===== src/hw/rtl/smq_pkg.sv =====
`timescale 1ns / 1ps

package smq_pkg;

    // pool and queue counts
    localparam int ENTRIES = 16;
    localparam int QUEUES  = 4;

    // fixed field widths
    localparam int DATA_W   = 32;
    localparam int QID_W    = 2;
    localparam int STATUS_W = 2;

    // derived widths: a link can also hold the null code
    localparam int IDX_W  = $clog2(ENTRIES);
    localparam int LINK_W = $clog2(ENTRIES + 1);
    localparam int QSEL_W = (QUEUES > 1) ? $clog2(QUEUES) : 1;

    localparam logic [LINK_W-1:0] NULL_LINK = LINK_W'(ENTRIES);

    localparam logic [DATA_W-1:0] EMPTY_DATA = {DATA_W{1'b1}};

    typedef enum logic {
        OP_ENQ = 1'b0,
        OP_DEQ = 1'b1
    } opcode_t;

    typedef enum logic [STATUS_W-1:0] {
        STATUS_OK    = 2'd0,
        STATUS_FULL  = 2'd1,
        STATUS_EMPTY = 2'd2
    } status_t;

    // request bundle from the control into the link store
    typedef struct packed {
        logic              rd_en;
        logic [IDX_W-1:0]  rd_addr;
        logic              wr_en;
        logic [IDX_W-1:0]  wr_addr;
        logic [LINK_W-1:0] wr_data;
        logic              alloc;
        logic [IDX_W-1:0]  alloc_addr;
    } link_req_t;

    function automatic logic is_entry(input logic [LINK_W-1:0] link);
        return link < LINK_W'(ENTRIES);
    endfunction

endpackage


===== src/hw/rtl/smq_ram.sv =====
`timescale 1ns / 1ps

module smq_ram #(
    parameter int WIDTH = 32,
    parameter int DEPTH = 16
) (
    input  logic                     aclk,
    input  logic                     wr_en,
    input  logic [$clog2(DEPTH)-1:0] wr_addr,
    input  logic [WIDTH-1:0]         wr_data,
    input  logic                     rd_en,
    input  logic [$clog2(DEPTH)-1:0] rd_addr,
    output logic [WIDTH-1:0]         rd_data
);

    logic [WIDTH-1:0] mem [DEPTH];

    always_ff @(posedge aclk) begin
        if (wr_en) begin
            mem[wr_addr] <= wr_data;
        end
        if (rd_en) begin
            rd_data <= mem[rd_addr];
        end
    end

endmodule


===== src/hw/rtl/smq_link_store.sv =====
`timescale 1ns / 1ps

module smq_link_store (
    input  logic                      aclk,
    input  logic                      aresetn,
    input  smq_pkg::link_req_t        req,
    output logic [smq_pkg::LINK_W-1:0] link_out
);

    import smq_pkg::*;

    // entries at or above the fill mark were never allocated and still
    // hold their reset link (next entry, null for the last one)
    logic [LINK_W-1:0] fill_reg;
    logic [LINK_W-1:0] fill_next;
    logic              fresh_reg;
    logic [LINK_W-1:0] fresh_link_reg;
    logic [LINK_W-1:0] mem_link;

    smq_ram #(
        .WIDTH (LINK_W),
        .DEPTH (ENTRIES)
    ) u_ram (
        .aclk    (aclk),
        .wr_en   (req.wr_en),
        .wr_addr (req.wr_addr),
        .wr_data (req.wr_data),
        .rd_en   (req.rd_en),
        .rd_addr (req.rd_addr),
        .rd_data (mem_link)
    );

    always_comb begin
        fill_next = fill_reg;
        if (req.alloc && (LINK_W'(req.alloc_addr) == fill_reg)) begin
            fill_next = fill_reg + LINK_W'(1);
        end
    end

    always_ff @(posedge aclk) begin
        if (!aresetn) begin
            fill_reg <= '0;
        end else begin
            fill_reg <= fill_next;
        end
        if (req.rd_en) begin
            fresh_reg      <= LINK_W'(req.rd_addr) >= fill_reg;
            fresh_link_reg <= LINK_W'(req.rd_addr) + LINK_W'(1);
        end
    end

    // a stored link that is not an entry is taken as null
    always_comb begin
        if (fresh_reg) begin
            link_out = fresh_link_reg;
        end else if (is_entry(mem_link)) begin
            link_out = mem_link;
        end else begin
            link_out = NULL_LINK;
        end
    end

endmodule


===== src/hw/rtl/shared_buffer_multi_queue.sv =====
`timescale 1ns / 1ps

// Shared-buffer multi-queue: QUEUES fifo queues share one pool of ENTRIES
// data entries, chained through a link store, with the unused entries kept
// on a free list that behaves as a stack. An enqueue word takes the entry at
// the head of the free list, stores its value and appends it to the chosen
// queue (status full, data 0, and no change if no entry is free). A dequeue
// word unlinks the head entry of the chosen queue, returns its value and
// pushes the entry back on the free list (status empty, data -1, and no
// change if the queue is empty). Every word gives exactly one result word.
// The accept edge launches the reads of the link memory and the value
// memory; the write-back edge writes back the pointers and loads the
// result register. The next word is taken the cycle after write-back,
// even while the result still waits on m_ready; a result that is not taken
// before the following word finishes holds that word in its write-back
// cycle. No clearing pass is needed after reset: a fill mark in the link
// store stands in for the initial free-list chain.
module shared_buffer_multi_queue (
    input  logic                               aclk,
    input  logic                               aresetn,
    // input words
    input  logic                               s_valid,
    output logic                               s_ready,
    input  logic                               s_opcode,
    input  logic [smq_pkg::QID_W-1:0]          s_queue_id,
    input  logic signed [smq_pkg::DATA_W-1:0]  s_value,
    // result words
    output logic                               m_valid,
    input  logic                               m_ready,
    output logic signed [smq_pkg::DATA_W-1:0]  m_data,
    output logic [smq_pkg::STATUS_W-1:0]       m_status
);

    import smq_pkg::*;

    typedef enum logic {
        ST_IDLE,
        ST_EXEC
    } state_t;

    state_t state_reg;

    // pointer registers
    logic [LINK_W-1:0] free_head_reg;
    logic [LINK_W-1:0] heads_reg [QUEUES];
    logic [IDX_W-1:0]  tails_reg [QUEUES];

    // word captured at accept
    opcode_t           op_reg;
    logic [QSEL_W-1:0] qsel_reg;
    logic [DATA_W-1:0] val_reg;
    logic              ok_reg;
    logic [IDX_W-1:0]  idx_reg;
    logic              head_null_reg;
    logic [IDX_W-1:0]  tail_reg;

    // result register
    logic                m_valid_reg;
    logic [DATA_W-1:0]   m_data_reg;
    status_t             m_status_reg;

    // accept-side decode
    logic              accept;
    logic [QSEL_W-1:0] qsel_in;
    logic              q_ok_in;
    logic [LINK_W-1:0] head_in;
    logic [IDX_W-1:0]  rd_idx;
    logic              ok_in;

    // write-back side
    logic              out_free;
    logic              commit;
    logic [LINK_W-1:0] link_out;
    logic [DATA_W-1:0] value_out;
    link_req_t         link_req;
    logic              val_wr_en;
    logic [LINK_W-1:0] deq_new_head;

    assign s_ready  = (state_reg == ST_IDLE);
    assign accept   = s_valid && s_ready;
    assign out_free = !m_valid_reg || m_ready;
    assign commit   = (state_reg == ST_EXEC) && out_free;

    assign m_valid  = m_valid_reg;
    assign m_data   = m_data_reg;
    assign m_status = m_status_reg;

    // queue numbers of QUEUES or more are rejected like full or empty queues
    assign qsel_in = QSEL_W'(s_queue_id);
    assign q_ok_in = {{(32 - QID_W){1'b0}}, s_queue_id} < 32'(QUEUES);
    assign head_in = heads_reg[qsel_in];

    always_comb begin
        if (opcode_t'(s_opcode) == OP_ENQ) begin
            rd_idx = free_head_reg[IDX_W-1:0];
            ok_in  = q_ok_in && is_entry(free_head_reg);
        end else begin
            rd_idx = head_in[IDX_W-1:0];
            ok_in  = q_ok_in && is_entry(head_in);
        end
    end

    // enqueue links the old tail to the new entry, unless the queue was
    // empty; dequeue links the freed entry onto the free list
    always_comb begin
        link_req.rd_en      = accept;
        link_req.rd_addr    = rd_idx;
        link_req.wr_en      = commit && ok_reg && ((op_reg == OP_DEQ) || !head_null_reg);
        link_req.wr_addr    = (op_reg == OP_ENQ) ? tail_reg : idx_reg;
        link_req.wr_data    = (op_reg == OP_ENQ) ? LINK_W'(idx_reg) : free_head_reg;
        link_req.alloc      = commit && ok_reg && (op_reg == OP_ENQ);
        link_req.alloc_addr = idx_reg;
    end

    assign val_wr_en = commit && ok_reg && (op_reg == OP_ENQ);

    // the tail entry's link is never written on enqueue, so the last
    // entry of a queue is recognized by comparing with the tail
    assign deq_new_head = (idx_reg == tail_reg) ? NULL_LINK : link_out;

    smq_link_store u_link_store (
        .aclk     (aclk),
        .aresetn  (aresetn),
        .req      (link_req),
        .link_out (link_out)
    );

    smq_ram #(
        .WIDTH (DATA_W),
        .DEPTH (ENTRIES)
    ) u_value_ram (
        .aclk    (aclk),
        .wr_en   (val_wr_en),
        .wr_addr (idx_reg),
        .wr_data (val_reg),
        .rd_en   (accept),
        .rd_addr (rd_idx),
        .rd_data (value_out)
    );

    always_ff @(posedge aclk) begin
        if (!aresetn) begin
            state_reg     <= ST_IDLE;
            free_head_reg <= '0;
            m_valid_reg   <= 1'b0;
            for (int i = 0; i < QUEUES; i++) begin
                heads_reg[i] <= NULL_LINK;
            end
        end else begin
            if (m_valid_reg && m_ready && !commit) begin
                m_valid_reg <= 1'b0;
            end
            unique case (state_reg)
                ST_IDLE: begin
                    if (accept) begin
                        state_reg <= ST_EXEC;
                    end
                end
                ST_EXEC: begin
                    if (out_free) begin
                        state_reg   <= ST_IDLE;
                        m_valid_reg <= 1'b1;
                        if (ok_reg && (op_reg == OP_ENQ)) begin
                            free_head_reg <= link_out;
                            if (head_null_reg) begin
                                heads_reg[qsel_reg] <= LINK_W'(idx_reg);
                            end
                        end else if (ok_reg) begin
                            heads_reg[qsel_reg] <= deq_new_head;
                            free_head_reg       <= LINK_W'(idx_reg);
                        end
                    end
                end
                default: begin
                    state_reg <= ST_IDLE;
                end
            endcase
        end

        // payload, no reset needed
        if (accept) begin
            op_reg        <= opcode_t'(s_opcode);
            qsel_reg      <= qsel_in;
            val_reg       <= s_value;
            ok_reg        <= ok_in;
            idx_reg       <= rd_idx;
            head_null_reg <= !is_entry(head_in);
            tail_reg      <= tails_reg[qsel_in];
        end
        if (commit) begin
            if (op_reg == OP_ENQ) begin
                m_data_reg   <= '0;
                m_status_reg <= ok_reg ? STATUS_OK : STATUS_FULL;
                if (ok_reg) begin
                    tails_reg[qsel_reg] <= idx_reg;
                end
            end else begin
                m_data_reg   <= ok_reg ? value_out : EMPTY_DATA;
                m_status_reg <= ok_reg ? STATUS_OK : STATUS_EMPTY;
            end
        end
    end

`ifndef SYNTHESIS
    // one word in flight: nothing is taken during write-back
    assert property (@(posedge aclk) disable iff (!aresetn)
        accept |=> !s_ready)
        else $error("word accepted during write-back");

    // an empty result always carries all ones
    assert property (@(posedge aclk) disable iff (!aresetn)
        (m_valid && (m_status == STATUS_EMPTY)) |-> (m_data == EMPTY_DATA))
        else $error("empty result with wrong data");

    // free-list head is an entry or null
    assert property (@(posedge aclk) disable iff (!aresetn)
        free_head_reg <= NULL_LINK)
        else $error("free-list head out of range");

    // a held result stays put until taken
    assert property (@(posedge aclk) disable iff (!aresetn)
        (m_valid && !m_ready) |=> (m_valid && $stable(m_data) && $stable(m_status)))
        else $error("result changed while stalled");
`endif

endmodule


===== config.mk =====
export PLATFORM = sky130hd
export DESIGN_NAME = shared_buffer_multi_queue
export DESIGN_NICKNAME = d
export VERILOG_FILES = /design/src/hw/rtl/smq_pkg.sv /design/src/hw/rtl/smq_ram.sv /design/src/hw/rtl/smq_link_store.sv /design/src/hw/rtl/shared_buffer_multi_queue.sv
export SDC_FILE = /design/constraint.sdc
export NUM_CORES = 1
export LEC_CHECK = 0
export BUFFER_PORTS_ARGS = -buffer_cell sky130_fd_sc_hd__buf_2
export CAP_MARGIN = 40
export CORE_MARGIN = 2
export CORE_UTILIZATION = 35
export DETAILED_ROUTE_END_ITERATION = 10
export GPL_TIMING_DRIVEN = 0
export HOLD_SLACK_MARGIN = 0.08
export PLACE_DENSITY = 0.54
export SLEW_MARGIN = 10
export SYNTH_ARGS = -nofsm -noshare
export SYNTH_HDL_FRONTEND = slang
export SYNTH_SLANG_ARGS = --single-unit

===== constraint.sdc =====
create_clock -name aclk -period 9.7 [get_ports aclk]
set_input_delay 1.94 -clock aclk [delete_from_list [all_inputs] [get_ports aclk]]
set_output_delay 1.94 -clock aclk [all_outputs]
set_load 0.01 [all_outputs]

-- Yosys cells after proc, flatten, opt, wreduce, memory -nomap -nowiden
Memories as Yosys holds them, arrays and structs flattened. A register that Yosys moved wholly into a read port is not among the register bits.
Cells that the tools add are included.
- register bits after elaboration: 93
- memory bits (writable): 628
- input port bits: 39
- output and inout bits: 36
- memories kept: 4
- memories (name ; depth ; width ; read ports ; clocked after Yosys merged registers in ; wr ports ; line ; source):
    u_value_ram.mem ; 16 ; 32 ; 1 ; 1 ; 1 ; smq_ram.sv:16 ; logic [WIDTH-1:0] mem [DEPTH];
    u_link_store.u_ram.mem ; 16 ; 5 ; 1 ; 1 ; 1 ; smq_ram.sv:16 ;
    heads_reg ; 4 ; 5 ; 1 ; 0 ; 4 ; shared_buffer_multi_queue.sv:45 ; logic [LINK_W-1:0] heads_reg [QUEUES];
    tails_reg ; 4 ; 4 ; 1 ; 1 ; 1 ; shared_buffer_multi_queue.sv:46 ; logic [IDX_W-1:0] tails_reg [QUEUES];
- add/sub/neg operators: 2
- order comparisons: 4
- equality and inequality tests: 2
- muxes and demuxes: 43
- bitwise gates (word level): 3
- reductions and logical operators: 18
- operators with widths (cell ; count):
    $mux 5 ; 8
    $mux 32 ; 1
    $mux 1 ; 28
    $lt 5x5->1 const B ; 3
    $logic_and 1x1->1 ; 9
    $mux 4 ; 2
    $mux 2 ; 3
    $add 4x1->5 const B ; 1
    $add 5x1->5 const B ; 1
    $eq 4x5->1 ; 1
    $ge 4x5->1 ; 1
    $reduce_or 5->1 ; 1
    $eq 4x4->1 ; 1
    $logic_not 1->1 ; 4
    $reduce_and 3->1 ; 1
    $logic_or 1x1->1 ; 2
    $not 1->1 ; 2
    $pmux 1 s2 ; 1
    $reduce_bool 2->1 ; 1
    $or 1x1->1 ; 1

-- Longest topological paths before layout
- depth in word-level cells: 10
- gate-level depth with buffers: 12
- gate-level depth less buffers: 8

-- Modules after synthesis
From an unflattened synthesis, not the netlist that was laid out.
- cell total of the unflattened synthesis: 1402
- area, all modules: 29250.6 sq um
- by module, submodules not included (module ; instances ; cells each ; area an instance (sq um)):
    smq_ram (u_value_ram) ; 1 ; 838 ; 20174.3
    shared_buffer_multi_queue ; 1 ; 342 ; 5122.4
    smq_ram (u_link_store.u_ram) ; 1 ; 155 ; 3263.1
    smq_link_store ; 1 ; 67 ; 690.7

-- Worst setup path before layout
Ideal clock, no wire load.
- path type: input to register
- from: in s_valid
- to: reg head_null_reg, enable pin
- data arrival time: 5.780 ns
- required time: 9.154 ns
- path slack: 3.375 ns
- stages: 1
- buffers on the path: 0
- cells stage by stage: nor2b_1
- longest elaborated chain between the ends: 1
- RTL lines (item ; line ; source):
    start, declared ; shared_buffer_multi_queue.sv:22 ; input logic s_valid,
    $logic_and 1x1->1 ; shared_buffer_multi_queue.sv:80 ; assign accept = s_valid && s_ready;
    end signal, assigned ; shared_buffer_multi_queue.sv:187 ; head_null_reg <= !is_entry(head_in);
    end, declared ; shared_buffer_multi_queue.sv:54 ; logic head_null_reg;
No other way between the ends.
A chain may end at the register's enable or synchronous reset.

==> metrics.cfg <==
[outcome]
status=complete, no violations

[clock_tree]
cts_resized=0
cts_buffer_depth=3
cts_inserted_buffers=81
clk_latency_ps=650
post_cts_buffers=0
clkSlewWorstSetupHoldPaths_ps=60
cts_num_sinks=762
htreeDepth=3
cts_root_buf=clkbuf_16
cts_hold_buf=0
cts_tree=built

[global_routing]
grt_use_met2_pct=30.8
grt_max_degree=25
first_global_vias=17600
antenna_found_initial=2
grt-ovfl-total=0
met3_usage_pct=2.93
busiest_layer=met2
grt_util_all_layers_pct=19.1
grtUsageMet1_pct=26.4
grt_pass1_wl_mm=120

[worst_setup_path]
crit_fanout=10
r2r-end=u_value_ram.mem[0][28]$_DFFE_PP_
crit_path_end_kind=flop
setup.worst_path.class=primary input to flop
path_buf_inv=3
crit_top_cell=buf_2
worst_setup_path_start_kind=primary input
slowest_stage=nor2_2
arrival_ps=4700
path_cells=buf_2 > buf_6 > mux2i_2 > o221ai_2 > nor2_2 > buf_2 > nand3_1 > nand4_1 > nand2_1
worstRegToRegCells=7
critPathTopFamily=simple AND/OR/NAND/NOR gates
reg2reg_slack_ps=6520
worstSetupPathDepth=9
cp.required_ps=10040
reg2reg_from=op_reg$_DFFE_PP_
max_stage_delay_ps=780

[timing]
fin_skew_ps=22.2
rsz0062_at_grt=false
slew_viol_final=0
timing.fmax_mhz=229
period_needed_ps=4360
finalCritPeriodShare_pct=44.9
hold_viol=0
worst_slew_pin_slew_ps=892
finalSetupViolations=0
slew_headroom_pct=40.5

[placement]
place_area_um2=32400
port_buffers=74
place.gp.congestion=0.832
dp_hpwl_mm=55.4

[hold_path]
min_to=free_head_reg[1]$_SDFFE_PN0P_
holdCritStartpoint=free_head_reg[1]$_SDFFE_PN0P_
whs_path_depth=2
hold_path.class=flop to flop

[routing]
wirelength_mm=84.1
ant_nets=0
dr_total_vias=18100
vias_per_cell=5.21
routedWlPerCell_um=24.1
drt_iter0_drc=2008
drc=0
first_pass_iters=6

[logic_synthesis]
ys_seq_area_share_pct=76.4
ys_ff_latch=762
yosysUniqueCellTypes=56
yosysWarnings=0
synthArstFlopShare_pct=0
avgSynthCellArea_um2=14.3
syn_area_um2=29800
synth_nets=2125
synth_flop_cell=edfxtp_1
yosys-top-cells-area=edfxtp_1 76%, nand2_1 6.4%, nand3_1 2.3%
syn_inst=2080
yosysTopAreaCellShare_pct=75.6
yosysTopAreaCell=edfxtp_1
synth-edff-count=750

[die]
start_util_pct=35.2
die_w_um=296
die_h_um=296
ios=75
rows=107
core_um2=84700
fp.dieArea_um2=87500

[power_and_ir_drop]
ir_drop_mv=0.117
finalPower_mw=7.36
leakagePower_nw=12.0
power_density_nw_per_um2=211

[layout]
biggestRegsByFlops=u_value_ram.mem (512), u_link_store.u_ram.mem (80)
area_delta_synth_final_pct=17.3
layout-drive-gt1-share_pct=15.5
design_area_um2=35000
mostFrequentLayoutCells=750 x edfxtp_1, 510 x nand2_1, 142 x buf_2
largest_reg_flops=512
top_register=u_value_ram.mem
utilization_pct=41.3
n_antenna_cell=0
final_nets=2325
mostFrequentLayoutCell=edfxtp_1

[run]
maxCapViolCount=0

-- area by class of cell --
type / count / area, um2
clock inverter: 48 / 464
buffer: 124 / 677
inverter: 40 / 155
tap: 1144 / 1430
fill: 7692 / 49800
multi-input combinational: 1154 / 6330
sequential: 762 / 22800
clock buffer: 95 / 2120
timing repair buffer: 117 / 1020
-- per-stage QoR --
step | setup slack (ps) | setup TNS [ps] | cells | hold WS (ps)
floorplan | 3370 | 0 | 2080 | 468
global placement | -218 | -17100 | 3298 | 507
detailed placement | 4690 | 0 | 3341 | 511
CTS | 5360 | 0 | 3484 | 521
global route | 5290 | 0 | 3484 | 571
finish | 5340 | 0 | 3484 | 531
-- how the worst max path moves through the flow --
stage,start,slack (ps),endpoint
floorplan,s_valid,3370,head_null_reg$_DFFE_PP_
global placement,s_valid,-220,val_reg[14]$_DFFE_PP_
detailed placement,s_queue_id[1],4690,u_value_ram.rd_data[1]$_DFFE_PP_
CTS,s_queue_id[1],5360,u_value_ram.rd_data[1]$_DFFE_PP_
global route,s_queue_id[1],5290,u_value_ram.rd_data[1]$_DFFE_PP_
finish,s_queue_id[1],5340,u_value_ram.rd_data[1]$_DFFE_PP_
-- cell usage after synthesis, types with 2 or more instances --
| cell | n |
|---|---|
| a21boi_0 | 34 |
| a21o_1 | 2 |
| a21oi_1 | 83 |
| a221oi_1 | 37 |
| a22o_1 | 3 |
| a22oi_1 | 4 |
| a31oi_1 | 75 |
| a32oi_1 | 12 |
| and2_1 | 7 |
| and3_1 | 3 |
| buf_1 | 2 |
| buf_2 | 67 |
| buf_4 | 6 |
| buf_6 | 14 |
| clkbuf_1 | 35 |
| dfxtp_1 | 12 |
| edfxtp_1 | 750 |
| ha_1 | 6 |
| inv_1 | 38 |
| mux2_2 | 5 |
| mux2i_1 | 64 |
| mux4_2 | 5 |
| nand2_1 | 510 |
| nand2b_1 | 15 |
| nand3_1 | 137 |
| nand4_1 | 25 |
| nor2_1 | 62 |
| nor2_2 | 2 |
| nor2b_1 | 7 |
| nor3_1 | 6 |
| nor3b_1 | 4 |
| nor4_1 | 2 |
| nor4b_1 | 2 |
| o21a_1 | 2 |
| o21ai_0 | 7 |
| o221ai_2 | 2 |
| or3_1 | 3 |
| or3b_1 | 2 |
| xnor2_1 | 5 |
| xor2_1 | 7 |
-- cells by family (layout without fill, tap and decap cells) --
group / after synthesis / count (layout) / synth area share (%)
simple gates: 790 / 790 / 11.3
flops: 762 / 762 / 76.4
compound gates: 269 / 269 / 6.08
buf+inv: 164 / 424 / 2.79
mux: 77 / 77 / 2.89
xor+xnor: 12 / 12 / 0.353
fa+ha+maj: 6 / 6 / 0.252
-- metal layers --
layer	vias up	wire, um
li1	8137	-
met1	9140	36500
met2	739	39400
met3	133	5820
met4	0	2390
met5	-	0
-- worst min-delay path, stage by stage (launching register included) --
cell	delay (ps)
dfxtp_1	340
nand2_1	70
a21boi_0	70
-- report_power, final --
| group | internal (mW) | leakage (nW) | switching, mW |
|---|---|---|---|
| logic | 0.160 | 3.81 | 0.396 |
| registers | 3.70 | 6.95 | 0.0543 |
| clock network | 1.76 | 1.27 | 1.30 |
| total | 5.62 | 12.0 | 1.74 |
Power figures use the tool's default switching activity.
